## src/sv/pcd_pkg.sv

```systemverilog
`timescale 1ns / 1ps
`default_nettype none
// ----------------------------------------------------------------------------
// pcd_pkg: shared types and constants
// Widths, command and status records, and the product schedule of the
// periodic circumcenter de-duplication block.
// ----------------------------------------------------------------------------
package pcd_pkg;

  localparam int MAX_VERTICES = 16;
  localparam int IDXW = $clog2(MAX_VERTICES);
  localparam int CNTW = $clog2(MAX_VERTICES + 1);

  localparam int CW = 32;          // coordinate width
  localparam int PW = 34;          // unwrapped point width
  localparam int DW = 36;          // point difference width
  localparam int WW = 128;         // wide accumulator width
  localparam int MUL_STEPS = DW;
  localparam int DIV_STEPS = WW;
  localparam int STEPW = $clog2(DIV_STEPS);
  localparam int QCAPW = 41;       // quotient magnitude cap is 2^(QCAPW-1)
  localparam int NUM_PROD = 10;
  localparam int PRODW = $clog2(NUM_PROD);
  localparam int CFG_IDXW = 2;
  localparam int TOLW = 16;
  localparam int BOXW = 31;

  // First product after the determinant is complete.
  localparam logic [PRODW-1:0] PROD_SA_START = PRODW'(2);
  localparam logic [PRODW-1:0] PROD_LAST = PRODW'(NUM_PROD - 1);

  typedef enum logic [CFG_IDXW-1:0] {
    CFG_BOX_WIDTH  = 2'd0,
    CFG_BOX_HEIGHT = 2'd1,
    CFG_TOLERANCE  = 2'd2
  } cfg_e;

  typedef enum logic [1:0] {
    STS_OK        = 2'd0,
    STS_COLLINEAR = 2'd1,
    STS_FULL      = 2'd2,
    STS_SAT       = 2'd3
  } status_e;

  typedef enum logic [3:0] {
    ST_IDLE, ST_UNWRAP2, ST_UNWRAP3, ST_DIFF, ST_MUL_INIT, ST_MUL_RUN,
    ST_MUL_END, ST_DIV_INIT, ST_DIV_RUN, ST_DIV_END, ST_SCAN_RD, ST_SCAN_CMP,
    ST_COMMIT, ST_FINISH
  } state_e;

  typedef enum logic [3:0] {
    OP_NONE, OP_LOAD, OP_UNWRAP2, OP_UNWRAP3, OP_DIFF, OP_MUL_INIT,
    OP_MUL_STEP, OP_MUL_END, OP_DIV_INIT, OP_DIV_STEP, OP_DIV_END,
    OP_SCAN_RD, OP_SCAN_CMP, OP_COMMIT, OP_PUBLISH
  } op_e;

  typedef enum logic [1:0] {A_AX, A_AY, A_BX, A_BY} asel_e;
  typedef enum logic [2:0] {B_AX, B_AY, B_BX, B_BY, B_SA, B_SB} bsel_e;
  typedef enum logic [2:0] {D_NONE, D_DET, D_SA, D_SB, D_NX, D_NY} dest_e;

  typedef struct packed {
    asel_e a;
    bsel_e b;
    logic  neg;
    logic  clr;
    dest_e dest;
  } prod_t;

  typedef struct packed {
    op_e              op;
    logic [PRODW-1:0] prod;
    logic             last;
    logic             div_y;
    logic [IDXW-1:0]  addr;
  } cmd_t;

  typedef struct packed {
    logic            det_zero;
    logic            sat;
    logic            hit;
    logic            out_busy;
    logic [CNTW-1:0] count;
  } sts_t;

  typedef struct packed {
    logic signed [CW-1:0] first_x;
    logic signed [CW-1:0] first_y;
    logic signed [CW-1:0] second_x;
    logic signed [CW-1:0] second_y;
    logic signed [CW-1:0] third_x;
    logic signed [CW-1:0] third_y;
    logic                 new_cell;
  } item_t;

  typedef struct packed {
    logic signed [CW-1:0] center_x;
    logic signed [CW-1:0] center_y;
    logic                 is_new;
    status_e              status;
  } result_t;

  // Products for det = 2(ax*by - ay*bx), sa, sb, nx = by*sa - ay*sb and
  // ny = ax*sb - bx*sa, accumulated two at a time.
  function automatic prod_t prod_info(logic [PRODW-1:0] k);
    prod_t p;
    p = '{a: A_AX, b: B_BY, neg: 1'b0, clr: 1'b1, dest: D_NONE};
    case (k)
      4'd0: p = '{a: A_AX, b: B_BY, neg: 1'b0, clr: 1'b1, dest: D_NONE};
      4'd1: p = '{a: A_AY, b: B_BX, neg: 1'b1, clr: 1'b0, dest: D_DET};
      4'd2: p = '{a: A_AX, b: B_AX, neg: 1'b0, clr: 1'b1, dest: D_NONE};
      4'd3: p = '{a: A_AY, b: B_AY, neg: 1'b0, clr: 1'b0, dest: D_SA};
      4'd4: p = '{a: A_BX, b: B_BX, neg: 1'b0, clr: 1'b1, dest: D_NONE};
      4'd5: p = '{a: A_BY, b: B_BY, neg: 1'b0, clr: 1'b0, dest: D_SB};
      4'd6: p = '{a: A_BY, b: B_SA, neg: 1'b0, clr: 1'b1, dest: D_NONE};
      4'd7: p = '{a: A_AY, b: B_SB, neg: 1'b1, clr: 1'b0, dest: D_NX};
      4'd8: p = '{a: A_AX, b: B_SB, neg: 1'b0, clr: 1'b1, dest: D_NONE};
      4'd9: p = '{a: A_BX, b: B_SA, neg: 1'b1, clr: 1'b0, dest: D_NY};
      default: p = '{a: A_AX, b: B_AX, neg: 1'b0, clr: 1'b1, dest: D_NONE};
    endcase
    return p;
  endfunction

endpackage
`default_nettype wire

```

## src/sv/pcd_ctrl.sv

```systemverilog
`timescale 1ns / 1ps
`default_nettype none
// ----------------------------------------------------------------------------
// pcd_ctrl: sequencer
// Steps the datapath through unwrap, products, divisions and the set scan.
// ----------------------------------------------------------------------------
module pcd_ctrl import pcd_pkg::*; (
  input  logic clk_i,
  input  logic rst_ni,
  input  logic in_valid_i,
  output logic in_ready_o,
  input  sts_t sts_i,
  output cmd_t cmd_o
);

  state_e           state_q, state_d;
  logic [STEPW-1:0] step_q, step_d;
  logic [PRODW-1:0] prod_q, prod_d;
  logic             divy_q, divy_d;
  logic [CNTW-1:0]  idx_q, idx_d;

  always_ff @(posedge clk_i or negedge rst_ni) begin
    if (!rst_ni) begin
      state_q <= ST_IDLE;
      step_q  <= '0;
      prod_q  <= '0;
      divy_q  <= 1'b0;
      idx_q   <= '0;
    end else begin
      state_q <= state_d;
      step_q  <= step_d;
      prod_q  <= prod_d;
      divy_q  <= divy_d;
      idx_q   <= idx_d;
    end
  end

  always_comb begin
    state_d    = state_q;
    step_d     = step_q;
    prod_d     = prod_q;
    divy_d     = divy_q;
    idx_d      = idx_q;
    in_ready_o = 1'b0;
    cmd_o      = '{op: OP_NONE, prod: prod_q, last: 1'b0, div_y: divy_q,
                   addr: idx_q[IDXW-1:0]};
    case (state_q)
      ST_IDLE: begin
        in_ready_o = 1'b1;
        if (in_valid_i) begin
          cmd_o.op = OP_LOAD;
          state_d  = ST_UNWRAP2;
        end
      end
      ST_UNWRAP2: begin
        cmd_o.op = OP_UNWRAP2;
        state_d  = ST_UNWRAP3;
      end
      ST_UNWRAP3: begin
        cmd_o.op = OP_UNWRAP3;
        state_d  = ST_DIFF;
      end
      ST_DIFF: begin
        cmd_o.op = OP_DIFF;
        prod_d   = '0;
        state_d  = ST_MUL_INIT;
      end
      ST_MUL_INIT: begin
        // A zero determinant ends the item as collinear.
        if (prod_q == PROD_SA_START && sts_i.det_zero) begin
          state_d = ST_FINISH;
        end else begin
          cmd_o.op = OP_MUL_INIT;
          step_d   = '0;
          state_d  = ST_MUL_RUN;
        end
      end
      ST_MUL_RUN: begin
        cmd_o.op   = OP_MUL_STEP;
        cmd_o.last = (step_q == STEPW'(MUL_STEPS - 1));
        step_d     = step_q + 1'b1;
        if (cmd_o.last) begin
          state_d = ST_MUL_END;
        end
      end
      ST_MUL_END: begin
        cmd_o.op = OP_MUL_END;
        if (prod_q == PROD_LAST) begin
          divy_d  = 1'b0;
          state_d = ST_DIV_INIT;
        end else begin
          prod_d  = prod_q + 1'b1;
          state_d = ST_MUL_INIT;
        end
      end
      ST_DIV_INIT: begin
        cmd_o.op = OP_DIV_INIT;
        step_d   = '0;
        state_d  = ST_DIV_RUN;
      end
      ST_DIV_RUN: begin
        cmd_o.op = OP_DIV_STEP;
        step_d   = step_q + 1'b1;
        if (step_q == STEPW'(DIV_STEPS - 1)) begin
          state_d = ST_DIV_END;
        end
      end
      ST_DIV_END: begin
        cmd_o.op = OP_DIV_END;
        if (!divy_q) begin
          divy_d  = 1'b1;
          state_d = ST_DIV_INIT;
        end else begin
          idx_d   = '0;
          state_d = ST_SCAN_RD;
        end
      end
      ST_SCAN_RD: begin
        if (sts_i.sat) begin
          state_d = ST_FINISH;
        end else if (idx_q == sts_i.count) begin
          state_d = ST_COMMIT;
        end else begin
          cmd_o.op = OP_SCAN_RD;
          state_d  = ST_SCAN_CMP;
        end
      end
      ST_SCAN_CMP: begin
        cmd_o.op = OP_SCAN_CMP;
        if (sts_i.hit) begin
          state_d = ST_FINISH;
        end else begin
          idx_d   = idx_q + 1'b1;
          state_d = ST_SCAN_RD;
        end
      end
      ST_COMMIT: begin
        cmd_o.op = OP_COMMIT;
        state_d  = ST_FINISH;
      end
      ST_FINISH: begin
        if (!sts_i.out_busy) begin
          cmd_o.op = OP_PUBLISH;
          state_d  = ST_IDLE;
        end
      end
      default: state_d = ST_IDLE;
    endcase
  end

endmodule
`default_nettype wire

```

## config.mk

```make
export PLATFORM = sky130hd
export DESIGN_NAME = pcd_ctrl
export DESIGN_NICKNAME = d
export VERILOG_FILES = /design/src/sv/pcd_pkg.sv /design/src/sv/pcd_ctrl.sv
export SDC_FILE = /design/constraint.sdc
export NUM_CORES = 1
export LEC_CHECK = 0
export BUFFER_PORTS_ARGS = -buffer_cell sky130_fd_sc_hd__buf_4
export CELL_PAD_IN_SITES_DETAIL_PLACEMENT = 0
export CELL_PAD_IN_SITES_GLOBAL_PLACEMENT = 2
export CORE_MARGIN = 4
export CORE_UTILIZATION = 33
export DETAILED_ROUTE_END_ITERATION = 16
export PLACE_DENSITY_LB_ADDON = 0.1
export SYNTH_ARGS = -nofsm -noshare
export SYNTH_HDL_FRONTEND = slang
export SYNTH_SLANG_ARGS = --single-unit
export TNS_END_PERCENT = 100
```

## constraint.sdc

```tcl
create_clock -name clk_i -period 1.76 [get_ports clk_i]
set_input_delay 0.088 -clock clk_i [delete_from_list [all_inputs] [get_ports clk_i]]
set_output_delay 0.088 -clock clk_i [all_outputs]
set_load 0.02 [all_outputs]
```

# --- Word-level counts from Yosys, hierarchy flattened ---
# Index checks and enable logic that the tools add are counted.
word_totals:
  wordCells: 75
  inputBits: 12
  ff_bits: 21
  output_inout_bits: 15
classes:
  n_eq_ne: 27
  n_addsub: 3
  reduce_logical: 12
  muxes: 28
ops:
  columns: ["operator", "count"]
  rows:
  - ["4-bit case mux with 14 select lines", 2]
  - ["4-bit two-way mux", 10]
  - ["4-bit == test (second input constant)", 7]
  - ["7-bit case mux with 3 select lines", 1]
  - ["2-bit != test (second input constant)", 9]
  - ["4-bit by 3-bit == test with 1-bit output (second input constant)", 4]
  - ["4-bit by 2-bit == test with 1-bit output (second input constant)", 3]
  - ["3-bit two-way mux", 4]
  - ["5-bit two-way mux", 2]
  - ["5-bit case mux with 2 select lines", 1]
  - ["4-bit case mux with 2 select lines", 1]
  - ["7-bit by 1-bit adder with 7-bit output (second input constant)", 1]
  - ["7-bit by 6-bit == test with 1-bit output (second input constant)", 1]
  - ["7-bit == test (second input constant)", 1]
  - ["7-bit two-way mux", 1]
  - ["2-bit AND reduction", 3]
  - ["2-bit nonzero test", 3]
  - ["5-bit by 1-bit adder with 5-bit output (second input constant)", 1]
  - ["5-bit == test", 1]
  - ["4-bit by 1-bit adder with 4-bit output (second input constant)", 1]
  - ["4-bit by 1-bit == test with 1-bit output (second input constant)", 1]
  - ["4-bit logical NOT", 1]
  - ["1-bit two-way mux", 4]
  - ["4-bit AND reduction", 1]
  - ["other kinds (6)", 6]

# --- Logic depth before layout (Yosys ltp) ---
# Gate-level depths: netlist of the first run.
depth:
  word_depth: 4
  depth_mapped: 7
  ltp_nobuf: 7

# --- Worst setup path before layout of the first run ---
# OpenSTA, ideal clock, no wires.
synth_timing:
  kind: "register to output"
  startpoint: "reg prod_q[0]"
  endpoint: "out cmd_o[10] in the netlist's numbering"
  path_buffers: 0
  required_time_ns: 1.672
  path_slack_ns: -0.131
  arrival_ns: 1.803
  path_stages_with_launch: 7
  cell_sequence: "dfrtp_1 -> inv_1 -> ha_1 -> and4bb_2 -> a21oi_1 -> nor3_1 -> a311oi_1"
synth_rtl:
  columns: ["item", "line", "source"]
  rows:
  - ["start, declared", "pcd_ctrl.sv:18", "logic [PRODW-1:0] prod_q, prod_d;"]
  - ["start signal, assigned", "pcd_ctrl.sv:32", "prod_q <= prod_d;"]
  - ["end, declared", "pcd_ctrl.sv:13", "output cmd_t cmd_o"]

==> results of run 1 <==
## per-layer routing
layer | GRT usage | wire [um] | up-vias
met3 | 0.02552 | 203 | 6
li1 | - | - | 815
met1 | 0.2029 | 2076 | 823
met4 | 0.05338 | 57 | 0
met2 | 0.2603 | 2229 | 32
met5 | 0 | 0 | -
## path summary, 6_finish.rpt
path                             from    endpoint
max in group asynchronous      rst_ni  state_q[3]
min reg2reg                 step_q[6]   step_q[6]
max reg2reg                state_q[0]  state_q[3]
min                          sts_i[7]  state_q[1]
min in group asynchronous      rst_ni    idx_q[4]
max                          idx_q[1]   cmd_o[10]
## cell type report
cell class	count	area share
inverters	6	0.01018
clock buffers	4	0.02035
well taps	67	0.03787
flip-flops and latches	21	0.2380
repair buffers	67	0.2301
multi-input cells	151	0.4635
## sequential cells by signal, indices dropped and copies added (netlist names)
signal / flops
step_q: 7
idx_q: 5
prod_q: 4
state_q: 4
divy_q: 1
## logic make-up (layout without fill, tap and decap cells)
| logic type | after synthesis | after routing | synth area share |
|---|---|---|---|
| simple gates | 73 | 73 | 0.2551 |
| compound gates | 62 | 62 | 0.2348 |
| buf+inv | 23 | 77 | 0.07800 |
| flops | 21 | 21 | 0.3276 |
| xor+xnor | 9 | 9 | 0.04914 |
| fa+ha+maj | 5 | 5 | 0.03900 |
| mux | 2 | 2 | 0.01638 |
## power breakdown
group	switching (mW)	total [mW]	internal (mW)
combinational	1.01	1.89	0.886
sequential	0.103	0.703	0.599
clock	0.175	0.337	0.162
total	1.29	2.93	1.65
## critical path, stage by stage, from the launching register on
cell,delay (ps)
dfrtp_1,400
xor2_1,160
nor3_1,80
nor3b_2,170
or3_4,370
a311oi_2,200
buf_4,180
## placed cells by master, fill, tap and decap left out, types with 5 or more instances in the layout
cell      count
nand2_1      13
inv_1         6
a21oi_1      18
dfrtp_1      20
nand2b_1      6
xor2_1        8
nand3_1      13
nor3_1        5
buf_4        65
a31oi_1       5
nor2_1       10
o21ai_0      18
## what timing repair did
item | 4_1_cts | 5_1_grt
pin swaps | 4 | 9
hold endpoints to repair | 21 | 0
buffers inserted | 1 | 3
endpoints found under the setup margin | 7 | 15
hold buffers | 1 | 0
gates resized for setup | 2 | 14
==> reports/metrics.yaml, run 1 <==
grt_max_degree: 22
setup_slack_ps: -156.4
core_area_sq_mm: 0.004723
viasPerCell: 5.304
hold_depth: 3
drive_gt1_frac: 0.3775
finClkSkew_ps: 2.738
fillers: 468
hold-worst-slack_ps: 118.5
yosys_register_bits: 21
place_ws_ps: -14.93
required_ps: 1670
avgSynthCellArea_sq_um: 8.226
clk_pin_slew_ps: 80
multi_input_area_sq_mm: 0.001026
wl_per_cell_um: 14.45
synth_cell_types: 47
critPathCaptureType: "output pin"
syn_inst: 195
drt-total-wl_um: 4566
syn-num-nets: 212
finalCriticalPeriod_ps: 1916
cts_tree: "built"
cts_buffers: 3
yosysWarnings: 0
die-area_sq_mm: 0.006040
hold_violations: 0
syn_area_sq_mm: 0.001604
dp_hpwl_um: 3546
synth_area_leaders: "dfrtp_1 33%, a21oi_1 5.9%, o21ai_0 5.6%"
overflow: 0
ioPinCount: 27
dp.cells: 307
ys.flop_type: "dfrtp_1"
maxCapViolCount: 0
ys_seq_area_frac: 0.3276
start_kind: "flop"
first_pass_iters: 5
clock_latency_ps: 260
setup-tns-final_ps: -365.5
violations: "setup timing"
final_util: 0.4686
final_cell_area_sq_mm: 0.002213
min_path_type: "in -> reg"
ys_top_cells_by_count: "21 x dfrtp_1, 19 x a21oi_1, 18 x o21ai_0, 14 x nand3_1, 13 x nand2_1"
rows: 25
areaGrowthSynthToFinish_pct: 37.99
p_leak_nw: 0.9841
power.density_mw_per_mm2: 1326
root_buffer: "clkbuf_8"
io_buffers: 26
nets: 267
path_class: "reg -> out"
cp.arrival_ps: 1830
rr_worst_depth: 4
ir_drop_mv: 0.6125
grt_setup_unrepaired: "true"
final-seq-area_sq_um: 526.8
grt_pass1_wl_um: 7728
synth_most_common_cell: "dfrtp_1"
slew_headroom: 0.7399
setup_viol: 3
stdcell_count: 316
placed_area_sq_mm: 0.002062
antenna_found_initial: 0
vias: 1676
synth_edf_count: 0
worst-path-max-fanout: 3
initial_core_util: 0.3396
async_flop_share: 1.000
total_power_mw: 2.934
reg2reg_setup_slack_ps: 60
worst_slew_pin_slew_ps: 390.1
synth_area_leader_cell: "dfrtp_1"
post-route-drc-count: 0
grt_pass1_vias: 1695
period_share: 1.089
grtUsageTotal: 0.1559
gp_congestion: 0.8302
fmaxAchievable_ghz: 0.5218
detail-route-antenna-nets: 0
cts_buffer_depth: 2
synth_top_area_frac: 0.3276
drv_slew: 0
drt_iter0_drc: 157
cts.sinks: 21
cts_max_level: 1
antenna_cells: 0
die_w_um: 77.72
die_y_um: 77.72
status: "finished, violations left"
Power figures use the tool's default switching activity.
==> inputs of run 2 (changes only) <==
--- a/config.mk
+++ b/config.mk
@@ -11,7 +11,7 @@
 export CORE_MARGIN = 4
 export CORE_UTILIZATION = 33
 export DETAILED_ROUTE_END_ITERATION = 16
-export PLACE_DENSITY_LB_ADDON = 0.1
+export PLACE_DENSITY_LB_ADDON = 0.12
 export SYNTH_ARGS = -nofsm -noshare
 export SYNTH_HDL_FRONTEND = slang
 export SYNTH_SLANG_ARGS = --single-unit
==> run 2 against run 1 <==
The run still ends with setup timing left. Register-to-register slack hardly changed. Total power is 1.1% lower. Combinational power is essentially flat. Clock power decreased by 5%. Largest cell class unchanged.
==> reports/metrics.yaml, run 2 (same netlist as run 1, synthesis figures left out) <==
violations: "setup timing"
total_power_mw: 2.901
top_register: "step_q"
hold_violations: 0
worst_slew_pin_slew_ps: 466.9
rows: 25
period_share: 1.109
io_buffers: 26
post-route-drc-count: 0
fmaxAchievable_ghz: 0.5123
dp_hpwl_um: 3527
path_class: "reg -> out"
largest_register_ffs: 7
die_y_um: 77.72
cp.arrival_ps: 1860
areaGrowthSynthToFinish_pct: 40.87
nets: 268
required_ps: 1670
setup_viol: 3
first_pass_iters: 4
power.density_mw_per_mm2: 1284
die_w_um: 77.72
cts_max_level: 1
grt_pass1_vias: 1555
start_kind: "flop"
setup_slack_ps: -192.1
detail-route-antenna-nets: 0
cts_buffers: 3
cts.sinks: 21
slew_headroom: 0.6875
root_buffer: "clkbuf_8"
grtUsageTotal: 0.1534
final_cell_area_sq_mm: 0.002260
vias: 1646
drive_gt1_frac: 0.4040
status: "finished, violations left"
worst-path-max-fanout: 3
hold-worst-slack_ps: 117.4
finClkSkew_ps: 2.208
drt_iter0_drc: 254
finalCriticalPeriod_ps: 1952
antenna_cells: 0
cts_buffer_depth: 2
clk_pin_slew_ps: 80
ir_drop_mv: 0.7461
initial_core_util: 0.3396
cts_tree: "built"
gp_congestion: 0.9181
core_area_sq_mm: 0.004723
overflow: 0
cpMaxStageDelayCell: "dfrtp_1"
reg_top3: "step_q: 7 flops, idx_q: 5 flops"
maxCapViolCount: 0
p_leak_nw: 1.004
crit_path_cell_trace: "xor2_1 > nor3_2 > nor3b_4 > or3_4 > a311oi_2 > buf_4"
grt_max_degree: 22
max_stage_delay_ps: 390
placed_area_sq_mm: 0.002047
drt-total-wl_um: 4595
critPathCaptureType: "output pin"
mostFrequentLayoutCells: "64 x buf_4, 18 x dfrtp_1, 17 x a21oi_1, 17 x o21ai_0"
drv_slew: 0
antenna_found_initial: 0
wl_per_cell_um: 14.50
min_path_type: "in -> reg"
grt_pass1_wl_um: 7534
die-area_sq_mm: 0.006040
clock_latency_ps: 260
grt_setup_unrepaired: "true"
ioPinCount: 27
final_common_cell: "buf_4"
viasPerCell: 5.192
-- run 2: worst paths after layout --
| kind | from | end | slack (ps) | depth (start not counted) |
|---|---|---|---|---|
| worst min register to register | step_q[6] | step_q[6] | 490 | 1 |
| worst max register to register | state_q[0] | state_q[3] | 60 | 4 |
| worst min-delay path | sts_i[7] | state_q[1] | 120 | 3 |
| max in group asynchronous | rst_ni | state_q[1] | 1260 | 2 |
| min in group asynchronous | rst_ni | idx_q[4] | 250 | 2 |
| worst max-delay path | idx_q[1] | cmd_o[10] | -190 | 6 |
-- run 2: through the flow --
stage / util / worst slack [ps] / setup TNS (ps) / std cells
floorplan: - / 36.43 / 0 / 195
global placement: 0.4334 / -2.190 / -2.190 / 305
detailed placement: 0.4334 / 15.32 / 0 / 305
CTS: 0.4625 / -214.0 / -517.2 / 314
global route: 0.4784 / -280.8 / -785.0 / 317
finish: 0.4784 / -192.1 / -532.4 / 317
-- run 2: area by class of cell --
cell class,instances,area [sq um]
clock buffers,3,41.29
clock inverters,1,5.005
fillers,458,2464
inverters,6,22.52
multi-input cells,151,1054
flip-flops and latches,21,529.3
well taps,67,83.83
repair buffers,68,524.3
-- run 2: repair_timing --
item | in CTS | in global routing
hold endpoints to repair | 21 | 0
endpoints found under the setup margin | 5 | 8
hold buffers | 1 | 0
pin swaps | 3 | 7
gates resized for setup | 14 | 13
setup buffers | 4 | 3
-- run 2: where the power goes --
group,leakage (nW),internal [mW],switching [mW]
clock,0.0255,0.158,0.162
combinational,0.708,0.854,1.01
sequential,0.270,0.603,0.114
-- run 2: per-layer routing --
metal | wire length, um | share of wire | GRT usage
met1 | 2190 | 0.48 | 0.2148
met5 | 0 | 0 | 0
met3 | 293 | 0.064 | 0.03248
met2 | 2087 | 0.45 | 0.2457
met4 | 24 | 0.0052 | 0.02491
-- run 2: critical path: cells and delay by family (launching register included) --
kind                      cells  cell delay [ps]
AOI/OAI and AO/OA             1              240
xor gates and xnor gates      1              200
buffers and inverters         1              180
DFF                           1              390
and+or+nand+nor               3              600
==> inputs of run 3 (changes only) <==
--- a/config.mk
+++ b/config.mk
@@ -5,11 +5,12 @@
 export SDC_FILE = /design/constraint.sdc
 export NUM_CORES = 1
 export LEC_CHECK = 0
+export ABC_AREA = 1
 export BUFFER_PORTS_ARGS = -buffer_cell sky130_fd_sc_hd__buf_4
 export CELL_PAD_IN_SITES_DETAIL_PLACEMENT = 0
 export CELL_PAD_IN_SITES_GLOBAL_PLACEMENT = 2
 export CORE_MARGIN = 4
-export CORE_UTILIZATION = 33
+export CORE_UTILIZATION = 30
 export DETAILED_ROUTE_END_ITERATION = 16
 export PLACE_DENSITY_LB_ADDON = 0.12
 export SYNTH_ARGS = -nofsm -noshare
==> run 3 against run 2 <==
The flow now finishes without violations. First-iteration DRC count shrank 70%. Hold slack gained 62 ps. Critical path depth is the same. Critical path type unchanged. Critical endpoint is now cmd_o[12].
==> reports/metrics.yaml, run 3 <==
clk_pin_slew_ps: 90
drt_iter0_drc: 76
power.density_mw_per_mm2: 1255
syn_area_sq_mm: 0.001561
hold_depth: 4
largest_register_ffs: 7
gp_congestion: 0.8008
yosysWarnings: 0
die-area_sq_mm: 0.006423
reg_top3: "step_q: 7 flops, idx_q: 5 flops"
core_area_sq_mm: 0.004880
cts_tree: "built"
synth_cell_types: 26
clock_latency_ps: 270
cts_buffers: 3
synth_top_area_frac: 0.3365
drt-met1-wl_um: 1967
ys.flop_type: "dfrtp_1"
initial_core_util: 0.3200
antenna_cells: 0
die_y_um: 80.15
setup_viol: 0
min_from: "sts_i[6]"
final_common_cell: "nand2_1"
grt_pass1_wl_um: 6713
rr_worst_depth: 9
ioPinCount: 27
top_register: "step_q"
status: "completed"
finClkSkew_ps: 11.25
required_ps: 1670
avgSynthCellArea_sq_um: 6.645
drv_slew: 0
io_buffers: 26
grt_pass1_vias: 1466
hold_violations: 0
slew_headroom: 0.7608
start_kind: "flop"
ys_seq_area_frac: 0.3365
nets: 288
r2r-end: "state_q[2]"
path_class: "reg -> out"
fmaxAchievable_ghz: 0.5940
vias: 1540
areaGrowthSynthToFinish_pct: 25.96
cts_buffer_depth: 2
cts_max_level: 1
route.met2.wl_um: 1882
total_power_mw: 2.468
detail-route-antenna-nets: 0
p_leak_nw: 1.039
wl_per_cell_um: 12.01
dp_hpwl_um: 3203
min_path_type: "in -> reg"
reg2reg_setup_slack_ps: 220
r2r-start: "step_q[0]"
mostFrequentLayoutCells: "62 x nand2_1, 36 x inv_1, 36 x buf_4"
ir_drop_mv: 0.6338
grt_setup_unrepaired: "true"
worst_slew_pin_slew_ps: 355.6
place_ws_ps: 142.2
root_buffer: "clkbuf_8"
drive_gt1_frac: 0.2333
post-route-drc-count: 0
die_w_um: 80.15
synth_area_leader_cell: "dfrtp_1"
syn-num-nets: 252
maxCapViolCount: 0
grt_max_degree: 22
synth_most_common_cell: "nand2_1"
cts.sinks: 21
async_flop_share: 1.000
syn_inst: 235
synth_area_leaders: "dfrtp_1 34%, nand2_1 15%, inv_1 8.7%"
antenna_found_initial: 0
grtUsageTotal: 0.1320
critPathCaptureType: "output pin"
first_pass_iters: 4
finalCriticalPeriod_ps: 1684
drt-total-wl_um: 4049
ys_top_cells_by_count: "62 x nand2_1, 36 x inv_1, 26 x nor2_1, 21 x dfrtp_1, 16 x nand3_1"
rows: 25
synth_edf_count: 0
setup_slack_ps: 76.50
min_delay_worst_endpoint: "idx_q[4]"
overflow: 0
viasPerCell: 4.570
wl_met3_um: 156
top_layer: "met4"
yosys_register_bits: 21
cp.arrival_ps: 1600
period_share: 0.9565
worst-path-max-fanout: 5
run 3: changes by cell type after synthesis, sizes merged, moves of 4 or more:
cell	before	now
nor2b	4	0
a31oi	6	1
nand2b	7	0
or3	5	0
nand2	13	65
buf	11	6
clkbuf	6	0
nor2	11	32
a21oi	19	4
inv	6	41
nor3	5	9
run 3: layer usage:
metal  up-vias  track usage
met5         -            0
met4         0      0.03209
met3         4      0.02354
met2        27       0.2086
met1       703       0.1851
li1        806            -
run 3: logic make-up (layout without fill, tap and decap cells):
family,count (synthesis),count (layout),share of synthesized area
xor gates and xnor gates,7,7,0.03926
AOI/OAI and AO/OA,27,27,0.09696
and+or+nand+nor,127,127,0.3534
muxes,1,1,0.006411
adders and majority gates,5,5,0.04006
DFF,21,21,0.3365
buffers and inverters,47,82,0.1274
run 3: critical path, stage by stage (launching register included):
cell	delay, ps
dfrtp_1	410
inv_1	120
nand2_1	160
nor3_1	280
nor2_1	120
nand3_1	100
buf_4	140
run 3: power by group:
part           internal, mW  total, mW  switching (mW)
clock network         0.158      0.341           0.183
registers             0.594      0.723           0.129
logic                 0.534       1.40           0.870
total                  1.29       2.47            1.18
run 3: worst max path at each step:
stage / startpoint / to / slack, ps / cells past startpoint
detailed placement: prod_q[1] / step_q[0] / 140 / 5
global placement: step_q[0] / state_q[0] / 150 / 9
finish: state_q[1] / cmd_o[12] / 80 / 6
global route: state_q[1] / cmd_o[5] / -40 / 6
floorplan: prod_q[0] / step_q[0] / 260 / 6
CTS: idx_q[3] / cmd_o[13] / 30 / 10
run 3: layout make-up:
class	instances	area (sq um)
clock inverter	1	5.005
timing repair buffer	37	280.3
tap	67	83.83
sequential	21	526.8
multi-input combinational	167	875.8
inverter	41	153.9
clock buffer	3	41.29
fill	553	2913
run 3: per-stage QoR:
step / hold WS (ps) / instances / TNS [ps] / instance area, sq um / utilization
2_1_floorplan: -207.6 / 235 / 0 / 1562 / -
3_3_place_gp: 7.237 / 328 / 0 / 1841 / 0.3772
3_5_place_dp: 3.924 / 328 / 0 / 1841 / 0.3772
4_1_cts: 175.1 / 335 / 0 / 1922 / 0.3938
5_1_grt: 216.9 / 337 / -103.3 / 1967 / 0.4031
6_report: 179.4 / 337 / 0 / 1967 / 0.4031
run 3: what timing repair did:
action                     4_1_cts  5_1_grt
hold endpoints to repair        21        0
gates resized for setup          2        8
buffers inserted                 2        2
setup endpoints to repair        4        6
hold buffers                     1        0
